===== config.mk =====
export PLATFORM = sky130hd
export DESIGN_NAME = wireframe_rotate_project_flat
export DESIGN_NICKNAME = d
export VERILOG_FILES = /design/src/hdl/wrp_pkg.sv /design/src/hdl/wrp_channels.sv /design/src/hdl/wireframe_rotate_project.sv /design/src/hdl/wrp_datapath.sv /design/src/flat_wrapper.sv
export SDC_FILE = /design/constraint.sdc
export NUM_CORES = 2
export LEC_CHECK = 0
export BUFFER_PORTS_ARGS = -buffer_cell sky130_fd_sc_hd__buf_2
export CORE_MARGIN = 2
export CORE_UTILIZATION = 55
export DETAILED_ROUTE_END_ITERATION = 6
export GPL_TIMING_DRIVEN = 0
export PLACE_DENSITY = 0.69
export SYNTH_ARGS = -nofsm -noshare
export SYNTH_HDL_FRONTEND = slang
export SYNTH_SLANG_ARGS = --single-unit

===== constraint.sdc =====
create_clock -name clk -period 12.7 [get_ports clk]
set_input_delay 2.54 -clock clk [delete_from_list [all_inputs] [get_ports clk]]
set_output_delay 2.54 -clock clk [all_outputs]
set_load 0.01 [all_outputs]

===== src/hdl/wrp_pkg.sv =====
package wrp_pkg;

	// Field and register widths
	localparam int CX_W = 7;
	localparam int CY_W = 6;
	localparam int HS_W = 6;
	localparam int OUT_X_W = 9;
	localparam int OUT_Y_W = 8;
	localparam int CFG_IDX_W = 2;
	localparam int CFG_DATA_W = 7;

	// Register indexes on the configuration channel
	localparam logic [CFG_IDX_W-1:0] REG_CENTER_X = 2'd0;
	localparam logic [CFG_IDX_W-1:0] REG_CENTER_Y = 2'd1;
	localparam logic [CFG_IDX_W-1:0] REG_HALF_SIZE = 2'd2;

	// Register values after reset
	localparam logic [CX_W-1:0] RST_CENTER_X = 7'd64;
	localparam logic [CY_W-1:0] RST_CENTER_Y = 6'd32;
	localparam logic [HS_W-1:0] RST_HALF_SIZE = 6'd18;

	// Vertex path defaults
	localparam int VERTEX_COUNT = 16;
	localparam int CORNER_N = 16;

	// Angle ring: 48 steps of pi/24
	localparam int ANGLE_STEPS = 48;
	localparam int ANG_W = 6;
	localparam int QUARTER = ANGLE_STEPS / 4;
	localparam int HALF = ANGLE_STEPS / 2;
	localparam int THREE_Q = 3 * ANGLE_STEPS / 4;

	// Fixed-point widths: Q1.15 trig, operand, product and accumulator
	localparam int FRAC = 15;
	localparam int COEF_W = 17;
	localparam int YZ_W = 24;
	localparam int OPW = 40;
	localparam int ACC_W = OPW + COEF_W;
	localparam int ACC_SHIFT = 3 * FRAC;

	// Corner sign patterns, bit i set where vertex i sits at +half_size
	localparam logic [CORNER_N-1:0] CORNER_X_POS = 16'h87C6;
	localparam logic [CORNER_N-1:0] CORNER_Y_POS = 16'h219F;
	localparam logic [CORNER_N-1:0] CORNER_Z_POS = 16'h0CF3;

	// Sequencer program layout
	localparam int PC_W = 4;
	localparam logic [PC_W-1:0] PC_TRIG = 4'd0;
	localparam logic [PC_W-1:0] PC_VTX = 4'd1;

	// Control word fields
	typedef enum logic [2:0] {
		MS_NONE,
		MS_X0SH,
		MS_Y0,
		MS_Z0,
		MS_Y1SH,
		MS_Z1,
		MS_X2
	} msrc_t;

	typedef enum logic {
		CF_SIN,
		CF_COS
	} coef_t;

	typedef enum logic [2:0] {
		AO_NOP,
		AO_LOAD,
		AO_ADD,
		AO_SUB,
		AO_RSUB
	} aop_t;

	typedef enum logic [2:0] {
		WS_NONE,
		WS_TRIG,
		WS_Y1,
		WS_Z1,
		WS_X2,
		WS_X3,
		WS_Y3
	} wsel_t;

	typedef enum logic {
		SQ_NEXT,
		SQ_EMIT
	} seq_t;

	typedef struct packed {
		msrc_t msrc;
		coef_t coef;
		aop_t aop;
		wsel_t wsel;
		seq_t seq;
	} uword_t;

	localparam uword_t UW_IDLE = '{MS_NONE, CF_SIN, AO_NOP, WS_NONE, SQ_NEXT};

	// Microprogram. The product register feeds the accumulator on the step after
	// the multiply, and a write stores the accumulator as it stood before that step's update.
	function automatic uword_t ucode(input logic [PC_W-1:0] pc);
		uword_t w;
		w = UW_IDLE;
		unique case (pc)
			4'd0: w = '{MS_NONE, CF_SIN, AO_NOP, WS_TRIG, SQ_NEXT};
			4'd1: w = '{MS_Y0, CF_COS, AO_NOP, WS_NONE, SQ_NEXT};
			4'd2: w = '{MS_Z0, CF_SIN, AO_LOAD, WS_NONE, SQ_NEXT};
			4'd3: w = '{MS_Y0, CF_SIN, AO_SUB, WS_NONE, SQ_NEXT};
			4'd4: w = '{MS_Z0, CF_COS, AO_LOAD, WS_Y1, SQ_NEXT};
			4'd5: w = '{MS_X0SH, CF_COS, AO_ADD, WS_NONE, SQ_NEXT};
			4'd6: w = '{MS_NONE, CF_SIN, AO_LOAD, WS_Z1, SQ_NEXT};
			4'd7: w = '{MS_Z1, CF_SIN, AO_NOP, WS_NONE, SQ_NEXT};
			4'd8: w = '{MS_NONE, CF_SIN, AO_ADD, WS_NONE, SQ_NEXT};
			4'd9: w = '{MS_Y1SH, CF_SIN, AO_NOP, WS_X2, SQ_NEXT};
			4'd10: w = '{MS_X2, CF_COS, AO_LOAD, WS_NONE, SQ_NEXT};
			4'd11: w = '{MS_X2, CF_SIN, AO_RSUB, WS_NONE, SQ_NEXT};
			4'd12: w = '{MS_Y1SH, CF_COS, AO_LOAD, WS_X3, SQ_NEXT};
			4'd13: w = '{MS_NONE, CF_SIN, AO_ADD, WS_NONE, SQ_NEXT};
			4'd14: w = '{MS_NONE, CF_SIN, AO_NOP, WS_Y3, SQ_NEXT};
			4'd15: w = '{MS_NONE, CF_SIN, AO_NOP, WS_NONE, SQ_EMIT};
			default: w = UW_IDLE;
		endcase
		return w;
	endfunction

	// First quadrant of the sine table, Q1.15
	function automatic logic signed [COEF_W-1:0] sin_base(input logic [3:0] j);
		logic signed [COEF_W-1:0] v;
		case (j)
			4'd0: v = 17'sd0;
			4'd1: v = 17'sd4277;
			4'd2: v = 17'sd8481;
			4'd3: v = 17'sd12540;
			4'd4: v = 17'sd16384;
			4'd5: v = 17'sd19948;
			4'd6: v = 17'sd23170;
			4'd7: v = 17'sd25997;
			4'd8: v = 17'sd28378;
			4'd9: v = 17'sd30274;
			4'd10: v = 17'sd31651;
			4'd11: v = 17'sd32488;
			4'd12: v = 17'sd32768;
			default: v = 17'sd0;
		endcase
		return v;
	endfunction

	// Full-circle sine by quadrant symmetry
	function automatic logic signed [COEF_W-1:0] sin_q15(input logic [ANG_W-1:0] k);
		logic [3:0] j;
		logic neg;
		if (k <= ANG_W'(QUARTER)) begin
			j = 4'(k);
			neg = 1'b0;
		end else if (k <= ANG_W'(HALF)) begin
			j = 4'(ANG_W'(HALF) - k);
			neg = 1'b0;
		end else if (k <= ANG_W'(THREE_Q)) begin
			j = 4'(k - ANG_W'(HALF));
			neg = 1'b1;
		end else begin
			j = 4'(ANG_W'(ANGLE_STEPS) - k);
			neg = 1'b1;
		end
		return neg ? -sin_base(j) : sin_base(j);
	endfunction

	// Cosine is the sine a quarter turn ahead
	function automatic logic [ANG_W-1:0] cos_index(input logic [ANG_W-1:0] k);
		logic [ANG_W:0] t;
		t = {1'b0, k} + (ANG_W+1)'(QUARTER);
		if (t >= (ANG_W+1)'(ANGLE_STEPS)) begin
			t = t - (ANG_W+1)'(ANGLE_STEPS);
		end
		return t[ANG_W-1:0];
	endfunction

endpackage


===== src/hdl/wrp_channels.sv =====
// Frame request channel
interface wrp_in_if;
	logic valid;
	logic ready;
	logic advance;

	modport source(output valid, output advance, input ready);
	modport sink(input valid, input advance, output ready);
endinterface

// Line segment channel
interface wrp_out_if;
	logic valid;
	logic ready;
	logic signed [wrp_pkg::OUT_X_W-1:0] start_x;
	logic signed [wrp_pkg::OUT_Y_W-1:0] start_y;
	logic signed [wrp_pkg::OUT_X_W-1:0] end_x;
	logic signed [wrp_pkg::OUT_Y_W-1:0] end_y;
	logic last_segment;

	modport source(output valid, output start_x, output start_y, output end_x,
		output end_y, output last_segment, input ready);
	modport sink(input valid, input start_x, input start_y, input end_x,
		input end_y, input last_segment, output ready);
endinterface

// Register write channel
interface wrp_cfg_if;
	logic valid;
	logic ready;
	logic [wrp_pkg::CFG_IDX_W-1:0] index;
	logic [wrp_pkg::CFG_DATA_W-1:0] data;

	modport source(output valid, output index, output data, input ready);
	modport sink(input valid, input index, input data, output ready);
endinterface


===== src/hdl/wireframe_rotate_project.sv =====
// Rotating wireframe cube: one frame of line segments per request word.
// Registers are written on the cfg channel (index 0 center_x, 1 center_y,
// 2 half_size); cfg.ready is always high, and writes belong to idle time.
// A word on frame optionally advances the angle by pi/24 and then draws
// the frame: the vertex path is turned about X, Y and Z, projected, and
// VERTEX_COUNT-1 segment words leave on segment, the final one marked with
// last_segment.
// A microprogram of sixteen steps runs one shared multiply-accumulate unit:
// one step loads sine and cosine, then fifteen steps handle each vertex;
// no new request is taken until the sequencer has finished the frame.
// The first segment word is offered once the second vertex is done, and
// each later vertex adds one more.
// frame.ready is high whenever no frame is in progress; the next request
// is taken while the last segment word still waits in the output register.
// If segment stalls, the sequencer holds at its emit step until the output
// register frees up; no word is dropped.
// Reset clears the angle to zero, restores the register defaults and
// empties the output register.
module wireframe_rotate_project #(
	parameter int VERTEX_COUNT = wrp_pkg::VERTEX_COUNT
) (
	input  logic           clk,
	input  logic           arst_n,
	wrp_cfg_if.sink        cfg,
	wrp_in_if.sink         frame,
	wrp_out_if.source      segment
);

	localparam int VTX_W = $clog2(VERTEX_COUNT);

	logic [wrp_pkg::CX_W-1:0] center_x_q;
	logic [wrp_pkg::CY_W-1:0] center_y_q;
	logic [wrp_pkg::HS_W-1:0] half_size_q;
	logic [wrp_pkg::ANG_W-1:0] angle_q;
	logic busy_q;
	logic [wrp_pkg::PC_W-1:0] pc_q;
	logic [VTX_W-1:0] vtx_q;
	logic out_valid_q;

	logic signed [wrp_pkg::OUT_X_W-1:0] prev_x_q;
	logic signed [wrp_pkg::OUT_Y_W-1:0] prev_y_q;
	logic signed [wrp_pkg::OUT_X_W-1:0] start_x_q;
	logic signed [wrp_pkg::OUT_Y_W-1:0] start_y_q;
	logic signed [wrp_pkg::OUT_X_W-1:0] end_x_q;
	logic signed [wrp_pkg::OUT_Y_W-1:0] end_y_q;
	logic last_q;

	wrp_pkg::uword_t ctl;
	logic [3:0] corner_idx;
	logic [2:0] corner_pos;
	logic signed [wrp_pkg::OUT_X_W-1:0] cur_x;
	logic signed [wrp_pkg::OUT_Y_W-1:0] cur_y;
	logic take_frame;
	logic emit_step;
	logic first_vtx;
	logic last_vtx;
	logic out_free;
	logic fire;
	logic vtx_done;

	// Control word of the current step
	assign ctl = busy_q ? wrp_pkg::ucode(pc_q) : wrp_pkg::UW_IDLE;

	// Corner pattern repeats every sixteen vertices
	assign corner_idx = 4'(vtx_q);
	assign corner_pos = {wrp_pkg::CORNER_Z_POS[corner_idx], wrp_pkg::CORNER_Y_POS[corner_idx],
		wrp_pkg::CORNER_X_POS[corner_idx]};

	// Handshake and emit conditions
	assign frame.ready = !busy_q;
	assign cfg.ready = 1'b1;
	assign take_frame = frame.valid && !busy_q;
	assign emit_step = busy_q && (ctl.seq == wrp_pkg::SQ_EMIT);
	assign first_vtx = (vtx_q == '0);
	assign last_vtx = (vtx_q == VTX_W'(VERTEX_COUNT - 1));
	assign out_free = !out_valid_q || segment.ready;
	assign fire = emit_step && !first_vtx && out_free;
	assign vtx_done = emit_step && (first_vtx || out_free);

	wrp_datapath u_dp (
		.clk        (clk),
		.ctl        (ctl),
		.corner_pos (corner_pos),
		.half_size  (half_size_q),
		.center_x   (center_x_q),
		.center_y   (center_y_q),
		.angle      (angle_q),
		.cur_x      (cur_x),
		.cur_y      (cur_y)
	);

	// Registers, angle, sequencer and output valid
	always_ff @(posedge clk or negedge arst_n) begin
		if (!arst_n) begin
			center_x_q <= wrp_pkg::RST_CENTER_X;
			center_y_q <= wrp_pkg::RST_CENTER_Y;
			half_size_q <= wrp_pkg::RST_HALF_SIZE;
			angle_q <= '0;
			busy_q <= 1'b0;
			pc_q <= wrp_pkg::PC_TRIG;
			vtx_q <= '0;
			out_valid_q <= 1'b0;
		end else begin
			if (cfg.valid) begin
				unique case (cfg.index)
					wrp_pkg::REG_CENTER_X: center_x_q <= cfg.data[wrp_pkg::CX_W-1:0];
					wrp_pkg::REG_CENTER_Y: center_y_q <= cfg.data[wrp_pkg::CY_W-1:0];
					wrp_pkg::REG_HALF_SIZE: half_size_q <= cfg.data[wrp_pkg::HS_W-1:0];
					default: ;
				endcase
			end

			if (take_frame) begin
				busy_q <= 1'b1;
				pc_q <= wrp_pkg::PC_TRIG;
				vtx_q <= '0;
				if (frame.advance) begin
					if (angle_q == wrp_pkg::ANG_W'(wrp_pkg::ANGLE_STEPS - 1)) begin
						angle_q <= '0;
					end else begin
						angle_q <= angle_q + wrp_pkg::ANG_W'(1);
					end
				end
			end else if (busy_q) begin
				if (ctl.seq == wrp_pkg::SQ_NEXT) begin
					pc_q <= pc_q + wrp_pkg::PC_W'(1);
				end else if (vtx_done) begin
					if (fire && last_vtx) begin
						busy_q <= 1'b0;
						pc_q <= wrp_pkg::PC_TRIG;
					end else begin
						vtx_q <= vtx_q + VTX_W'(1);
						pc_q <= wrp_pkg::PC_VTX;
					end
				end
			end

			if (fire) begin
				out_valid_q <= 1'b1;
			end else if (segment.ready) begin
				out_valid_q <= 1'b0;
			end
		end
	end

	// Previous vertex and the output word
	always_ff @(posedge clk) begin
		if (vtx_done) begin
			prev_x_q <= cur_x;
			prev_y_q <= cur_y;
		end
		if (fire) begin
			start_x_q <= prev_x_q;
			start_y_q <= prev_y_q;
			end_x_q <= cur_x;
			end_y_q <= cur_y;
			last_q <= last_vtx;
		end
	end

	assign segment.valid = out_valid_q;
	assign segment.start_x = start_x_q;
	assign segment.start_y = start_y_q;
	assign segment.end_x = end_x_q;
	assign segment.end_y = end_y_q;
	assign segment.last_segment = last_q;

endmodule


===== src/hdl/wrp_datapath.sv =====
// Shared multiply-accumulate datapath driven one control word per cycle.
module wrp_datapath (
	input  logic                                clk,
	input  wrp_pkg::uword_t                     ctl,
	input  logic [2:0]                          corner_pos,
	input  logic [wrp_pkg::HS_W-1:0]            half_size,
	input  logic [wrp_pkg::CX_W-1:0]            center_x,
	input  logic [wrp_pkg::CY_W-1:0]            center_y,
	input  logic [wrp_pkg::ANG_W-1:0]           angle,
	output logic signed [wrp_pkg::OUT_X_W-1:0]  cur_x,
	output logic signed [wrp_pkg::OUT_Y_W-1:0]  cur_y
);

	logic signed [wrp_pkg::COEF_W-1:0] sin_q;
	logic signed [wrp_pkg::COEF_W-1:0] cos_q;
	logic signed [wrp_pkg::YZ_W-1:0] y1_q;
	logic signed [wrp_pkg::YZ_W-1:0] z1_q;
	logic signed [wrp_pkg::OPW-1:0] x2_q;
	logic signed [wrp_pkg::ACC_W-1:0] prod_q;
	logic signed [wrp_pkg::ACC_W-1:0] acc_q;
	logic signed [wrp_pkg::OUT_X_W-1:0] cur_x_q;
	logic signed [wrp_pkg::OUT_Y_W-1:0] cur_y_q;

	logic signed [wrp_pkg::HS_W:0] h_pos;
	logic signed [wrp_pkg::HS_W:0] x0;
	logic signed [wrp_pkg::HS_W:0] y0;
	logic signed [wrp_pkg::HS_W:0] z0;
	logic signed [wrp_pkg::OPW-1:0] a_op;
	logic signed [wrp_pkg::COEF_W-1:0] b_op;
	logic signed [wrp_pkg::ACC_W-1:0] prod_d;

	// Corner coordinates are plus or minus the half size
	assign h_pos = $signed({1'b0, half_size});
	assign x0 = corner_pos[0] ? h_pos : -h_pos;
	assign y0 = corner_pos[1] ? h_pos : -h_pos;
	assign z0 = corner_pos[2] ? h_pos : -h_pos;

	// Multiplier operand selection
	always_comb begin
		case (ctl.msrc)
			wrp_pkg::MS_X0SH: a_op = wrp_pkg::OPW'(x0) <<< wrp_pkg::FRAC;
			wrp_pkg::MS_Y0:   a_op = wrp_pkg::OPW'(y0);
			wrp_pkg::MS_Z0:   a_op = wrp_pkg::OPW'(z0);
			wrp_pkg::MS_Y1SH: a_op = wrp_pkg::OPW'(y1_q) <<< wrp_pkg::FRAC;
			wrp_pkg::MS_Z1:   a_op = wrp_pkg::OPW'(z1_q);
			wrp_pkg::MS_X2:   a_op = x2_q;
			default:          a_op = '0;
		endcase
		b_op = (ctl.coef == wrp_pkg::CF_COS) ? cos_q : sin_q;
		prod_d = a_op * b_op;
	end

	// Product register, then accumulate on the next step
	always_ff @(posedge clk) begin
		prod_q <= prod_d;
		case (ctl.aop)
			wrp_pkg::AO_LOAD: acc_q <= prod_q;
			wrp_pkg::AO_ADD:  acc_q <= acc_q + prod_q;
			wrp_pkg::AO_SUB:  acc_q <= acc_q - prod_q;
			wrp_pkg::AO_RSUB: acc_q <= prod_q - acc_q;
			default:          acc_q <= acc_q;
		endcase
	end

	// Write-back of the accumulator and the trig load
	always_ff @(posedge clk) begin
		case (ctl.wsel)
			wrp_pkg::WS_TRIG: begin
				sin_q <= wrp_pkg::sin_q15(angle);
				cos_q <= wrp_pkg::sin_q15(wrp_pkg::cos_index(angle));
			end
			wrp_pkg::WS_Y1: y1_q <= acc_q[wrp_pkg::YZ_W-1:0];
			wrp_pkg::WS_Z1: z1_q <= acc_q[wrp_pkg::YZ_W-1:0];
			wrp_pkg::WS_X2: x2_q <= acc_q[wrp_pkg::OPW-1:0];
			// Floor by dropping the fraction, then wrap to the field width
			wrp_pkg::WS_X3: cur_x_q <= $signed(acc_q[wrp_pkg::ACC_SHIFT +: wrp_pkg::OUT_X_W]
				+ {{(wrp_pkg::OUT_X_W - wrp_pkg::CX_W){1'b0}}, center_x});
			wrp_pkg::WS_Y3: cur_y_q <= $signed(acc_q[wrp_pkg::ACC_SHIFT +: wrp_pkg::OUT_Y_W]
				+ {{(wrp_pkg::OUT_Y_W - wrp_pkg::CY_W){1'b0}}, center_y});
			default: ;
		endcase
	end

	assign cur_x = cur_x_q;
	assign cur_y = cur_y_q;

endmodule


===== src/flat_wrapper.sv =====
// flat-port wrapper written by rule: the top's interface ports become plain ports
module wireframe_rotate_project_flat 
#(
	parameter int VERTEX_COUNT = wrp_pkg::VERTEX_COUNT
)
  (clk, arst_n, cfg_valid, cfg_index, cfg_data, cfg_ready, frame_valid, frame_advance, frame_ready, segment_valid, segment_start_x, segment_start_y, segment_end_x, segment_end_y, segment_last_segment, segment_ready);
  wrp_cfg_if cfg_i ();
  wrp_in_if frame_i ();
  wrp_out_if segment_i ();
  input  logic clk;
  input  logic arst_n;
  input wire logic [$bits(cfg_i.valid)-1:0] cfg_valid;
  input wire logic [$bits(cfg_i.index)-1:0] cfg_index;
  input wire logic [$bits(cfg_i.data)-1:0] cfg_data;
  output wire logic [$bits(cfg_i.ready)-1:0] cfg_ready;
  input wire logic [$bits(frame_i.valid)-1:0] frame_valid;
  input wire logic [$bits(frame_i.advance)-1:0] frame_advance;
  output wire logic [$bits(frame_i.ready)-1:0] frame_ready;
  output wire logic [$bits(segment_i.valid)-1:0] segment_valid;
  output wire logic [$bits(segment_i.start_x)-1:0] segment_start_x;
  output wire logic [$bits(segment_i.start_y)-1:0] segment_start_y;
  output wire logic [$bits(segment_i.end_x)-1:0] segment_end_x;
  output wire logic [$bits(segment_i.end_y)-1:0] segment_end_y;
  output wire logic [$bits(segment_i.last_segment)-1:0] segment_last_segment;
  input wire logic [$bits(segment_i.ready)-1:0] segment_ready;
  assign cfg_i.valid = cfg_valid;
  assign cfg_i.index = cfg_index;
  assign cfg_i.data = cfg_data;
  assign cfg_ready = cfg_i.ready;
  assign frame_i.valid = frame_valid;
  assign frame_i.advance = frame_advance;
  assign frame_ready = frame_i.ready;
  assign segment_valid = segment_i.valid;
  assign segment_start_x = segment_i.start_x;
  assign segment_start_y = segment_i.start_y;
  assign segment_end_x = segment_i.end_x;
  assign segment_end_y = segment_i.end_y;
  assign segment_last_segment = segment_i.last_segment;
  assign segment_i.ready = segment_ready;
  wireframe_rotate_project #(.VERTEX_COUNT(VERTEX_COUNT)) u_core (.clk(clk), .arst_n(arst_n), .cfg(cfg_i), .frame(frame_i), .segment(segment_i));
endmodule

==> results.md <==
* Largest net degree at the start of global routing at 36
* Post-synth EDFFs at 245
* Residual DRC at 0
* Routed WL at 132,000 um
* CTS tree: done
* CTS HTree Levels at 2
* Final setup viols at 0
* CP startpoint kind: flop
* Crit-path max cell delay at 1090 ps
* CTS sink count at 334
* Unrepaired setup endpoints after global routing: false
* DR vias at 34,808
* Antenna violations before repair at 5
* Cell repeated most along the worst path: fa_1
* Yosys warning count at 0
* Arrival @ worst endpoint at 12,230 ps
* 1st-iter DRT viols at 3,745
* Slowest cell on the critical path: mux2i_1
* Post-cts resize count at 0
* CTS Hold Buffers Added at 0
* Commonest register cell after synthesis: edfxtp_1
* Fmax at 0.0848 GHz
* Kind of cell adding the most delay to the critical path: adder cells
* Placed insts at 5,821
* Skew-Pair Late Insertion Delay at 610 ps
* ANT cells at 0
* Nets at 5,741
* Grt met3 use at 0.0742
* Crit share post-route at 0.929
* Final hold vios at 0
* Avg Cell Area, Syn at 9.23 sq um
* Synth area leader: fa_1
* Area contributors post-synth: fa_1 29%, edfxtp_1 17%, ha_1 8.1%, inv_1 6.8%, nand2_1 4.5%
* Met1 usage at 0.463
* Place WS at 1200 ps
* Die Span Y at 285 um
* Num CTS Buffers at 39
* DIE AREA at 81,100 sq um
* # IOs at 53
* Synthesis-to-finish area growth at 7.44%
* Router iterations before antenna repair at 6
* Grt peak-use layer: met2
* Setup WS post-layout at 901 ps
* GR Util met2 at 0.506
* Final Cell Area at 46,600 sq um
* GR Util All Layers at 0.331
* Final std cells w/o fill at 5,893
* Max Cap Violations at 0
* Initial Util at 0.558
* Cell area after synthesis at 43,400 sq um
* # rows at 102
* Root Driver: clkbuf_16
* Final HPWL DP at 107,000 um
* Status: finished clean
* Global-route wire length before repair at 205,000 um
* Core Area at 77,700 sq um
* Crit path buf inv count at 9
* Placer Congestion at 0.998
* WP data required at 13,130 ps
* Worst-margin pin slew at 1470 ps
* Hold WC Path Type: reg -> reg
* Register area share after synthesis at 0.215
* TNS Setup at 0 ps
* Max FO, Critical Path at 10
* Placed Area at 45,400 sq um
* # port buffers at 51
* Post-CTS Setup Bufs at 0
* Top-area cell type share of the netlist area at 0.287
* Kind of critical path: reg -> reg
* Clk_skew at 46.2 ps
* Max Transition Viols Final at 0
* Synth cell types at 94
* Normalized max-slew margin at 0.0200
* Layout cells sized above 1 at 0.0501
* Max clock buf depth at 3
* Post-route ant nets at 0
* Post-synthesis async set-or-reset flop share at 0.105
* Yosys reg bits at 334
* Min Clock Period, post-route at 11,800 ps
* Syn Nets at 5,621
* Drt wl/cell at 22.3 um
* Vias in the first global route at 34,762
* Post-synthesis cell count at 4,702
* Die W at 285 um
* Clock-pin slew on the worst setup and hold paths at 70 ps
* CP endpoint kind: flop
* Grt ovf at 0
* Number of vias per cell at 5.91
* FILL cells at 6,864
## cell usage after synthesis, drive strengths merged (27+ instances only)
cell / number
dfxtp: 54
nor2: 504
dfrtp: 31
xnor2: 153
edfxtp: 245
a21oi: 206
mux2i: 55
clkbuf: 145
ha: 282
a21o: 86
nor2b: 36
nand2b: 31
a22oi: 38
o21ai: 200
fa: 622
nand3: 47
mux2: 39
nand4: 27
o21a: 55
nor3: 38
inv: 787
xor2: 106
nand2: 515
## area by class of cell
type / count / area [sq um] / area share
Tap cell: 1040 / 1300 / 0.0279
Clock inverter: 22 / 220 / 0.00472
Buffer: 164 / 627 / 0.0134
Sequential cell: 334 / 9320 / 0.200
Multi-Input combinational cell: 3416 / 30600 / 0.656
Timing Repair Buffer: 79 / 568 / 0.0122
Clock buffer: 50 / 1030 / 0.0220
Inverter: 788 / 2960 / 0.0635
## state kept, by name, indices dropped and copies added (netlist names), 4 cells and up
signal                  flops
u_core.u_dp.acc_q          54
u_core.segment.start_x      9
u_core.u_dp.cur_y           8
u_core.segment.end_y        8
u_core.u_dp.cos_q          17
u_core.u_dp.sin_q          17
u_core.u_dp.y1_q           24
u_core.u_dp.x2_q           40
u_core.prev_y_q             8
u_core.u_dp.prod_q         54
u_core.angle_q              6
u_core.u_dp.cur_x           9
u_core.half_size_q          6
u_core.segment.end_x        9
u_core.center_y_q           6
u_core.corner_idx           4
u_core.segment.start_y      8
u_core.center_x_q           7
u_core.u_dp.z1_q           24
u_core.pc_q                 4
u_core.prev_x_q             9
## logic make-up after synthesis
family,after synthesis,synth area share
simple gates,1323,0.131
buf+inv,952,0.0826
fa+ha+maj,904,0.368
compound gates,834,0.127
flops,334,0.215
xor+xnor,259,0.0525
mux,95,0.0234
other cells,1,0.0000864
## layer usage
| metal | part of all wire | vias to the layer above |
|---|---|---|
| li1 | - | 15591 |
| met1 | 0.41 | 17280 |
| met2 | 0.44 | 1628 |
| met3 | 0.10 | 307 |
| met4 | 0.045 | 2 |
| met5 | 0.000091 | - |
## placed cells by master (no fill, tap or decap), types with 58 or more instances in the layout
cell / synthesis / routed
a21oi_1: 205 / 204
xor2_1: 106 / 106
a21o_1: 85 / 85
clkbuf_1: 145 / 155
xnor2_1: 152 / 151
nand2_1: 515 / 515
inv_1: 787 / 787
ha_1: 282 / 282
edfxtp_1: 245 / 245
fa_1: 622 / 622
buf_2: 6 / 58
o21ai_0: 176 / 176
nor2_1: 504 / 503
## worst paths after layout
kind | start | to | slack (ps) | depth (start not counted)
setup / recovery | u_core.pc_q[0] | u_core.u_dp.prod_q[52] | 900 | 33
hold / removal | u_core.prev_x_q[8] | u_core.segment.start_x[8] | 410 | 0
setup reg to reg | u_core.pc_q[0] | u_core.u_dp.prod_q[52] | 900 | 33
hold reg to reg | u_core.prev_x_q[8] | u_core.segment.start_x[8] | 410 | 0
max in group asynchronous | arst_n | u_core.center_x_q[0] | 9870 | 1
min in group asynchronous | arst_n | u_core.angle_q[4] | 2090 | 1
## through the flow
stage,hold slack (ps),util
floorplan,400,-
global placement,401,0.578
detailed placement,405,0.584
CTS,415,0.600
global route,418,0.600
finish,414,0.600
Power is not shown: default switching activity piles up to over one toggle a cycle in this logic, so the estimate is an artifact.
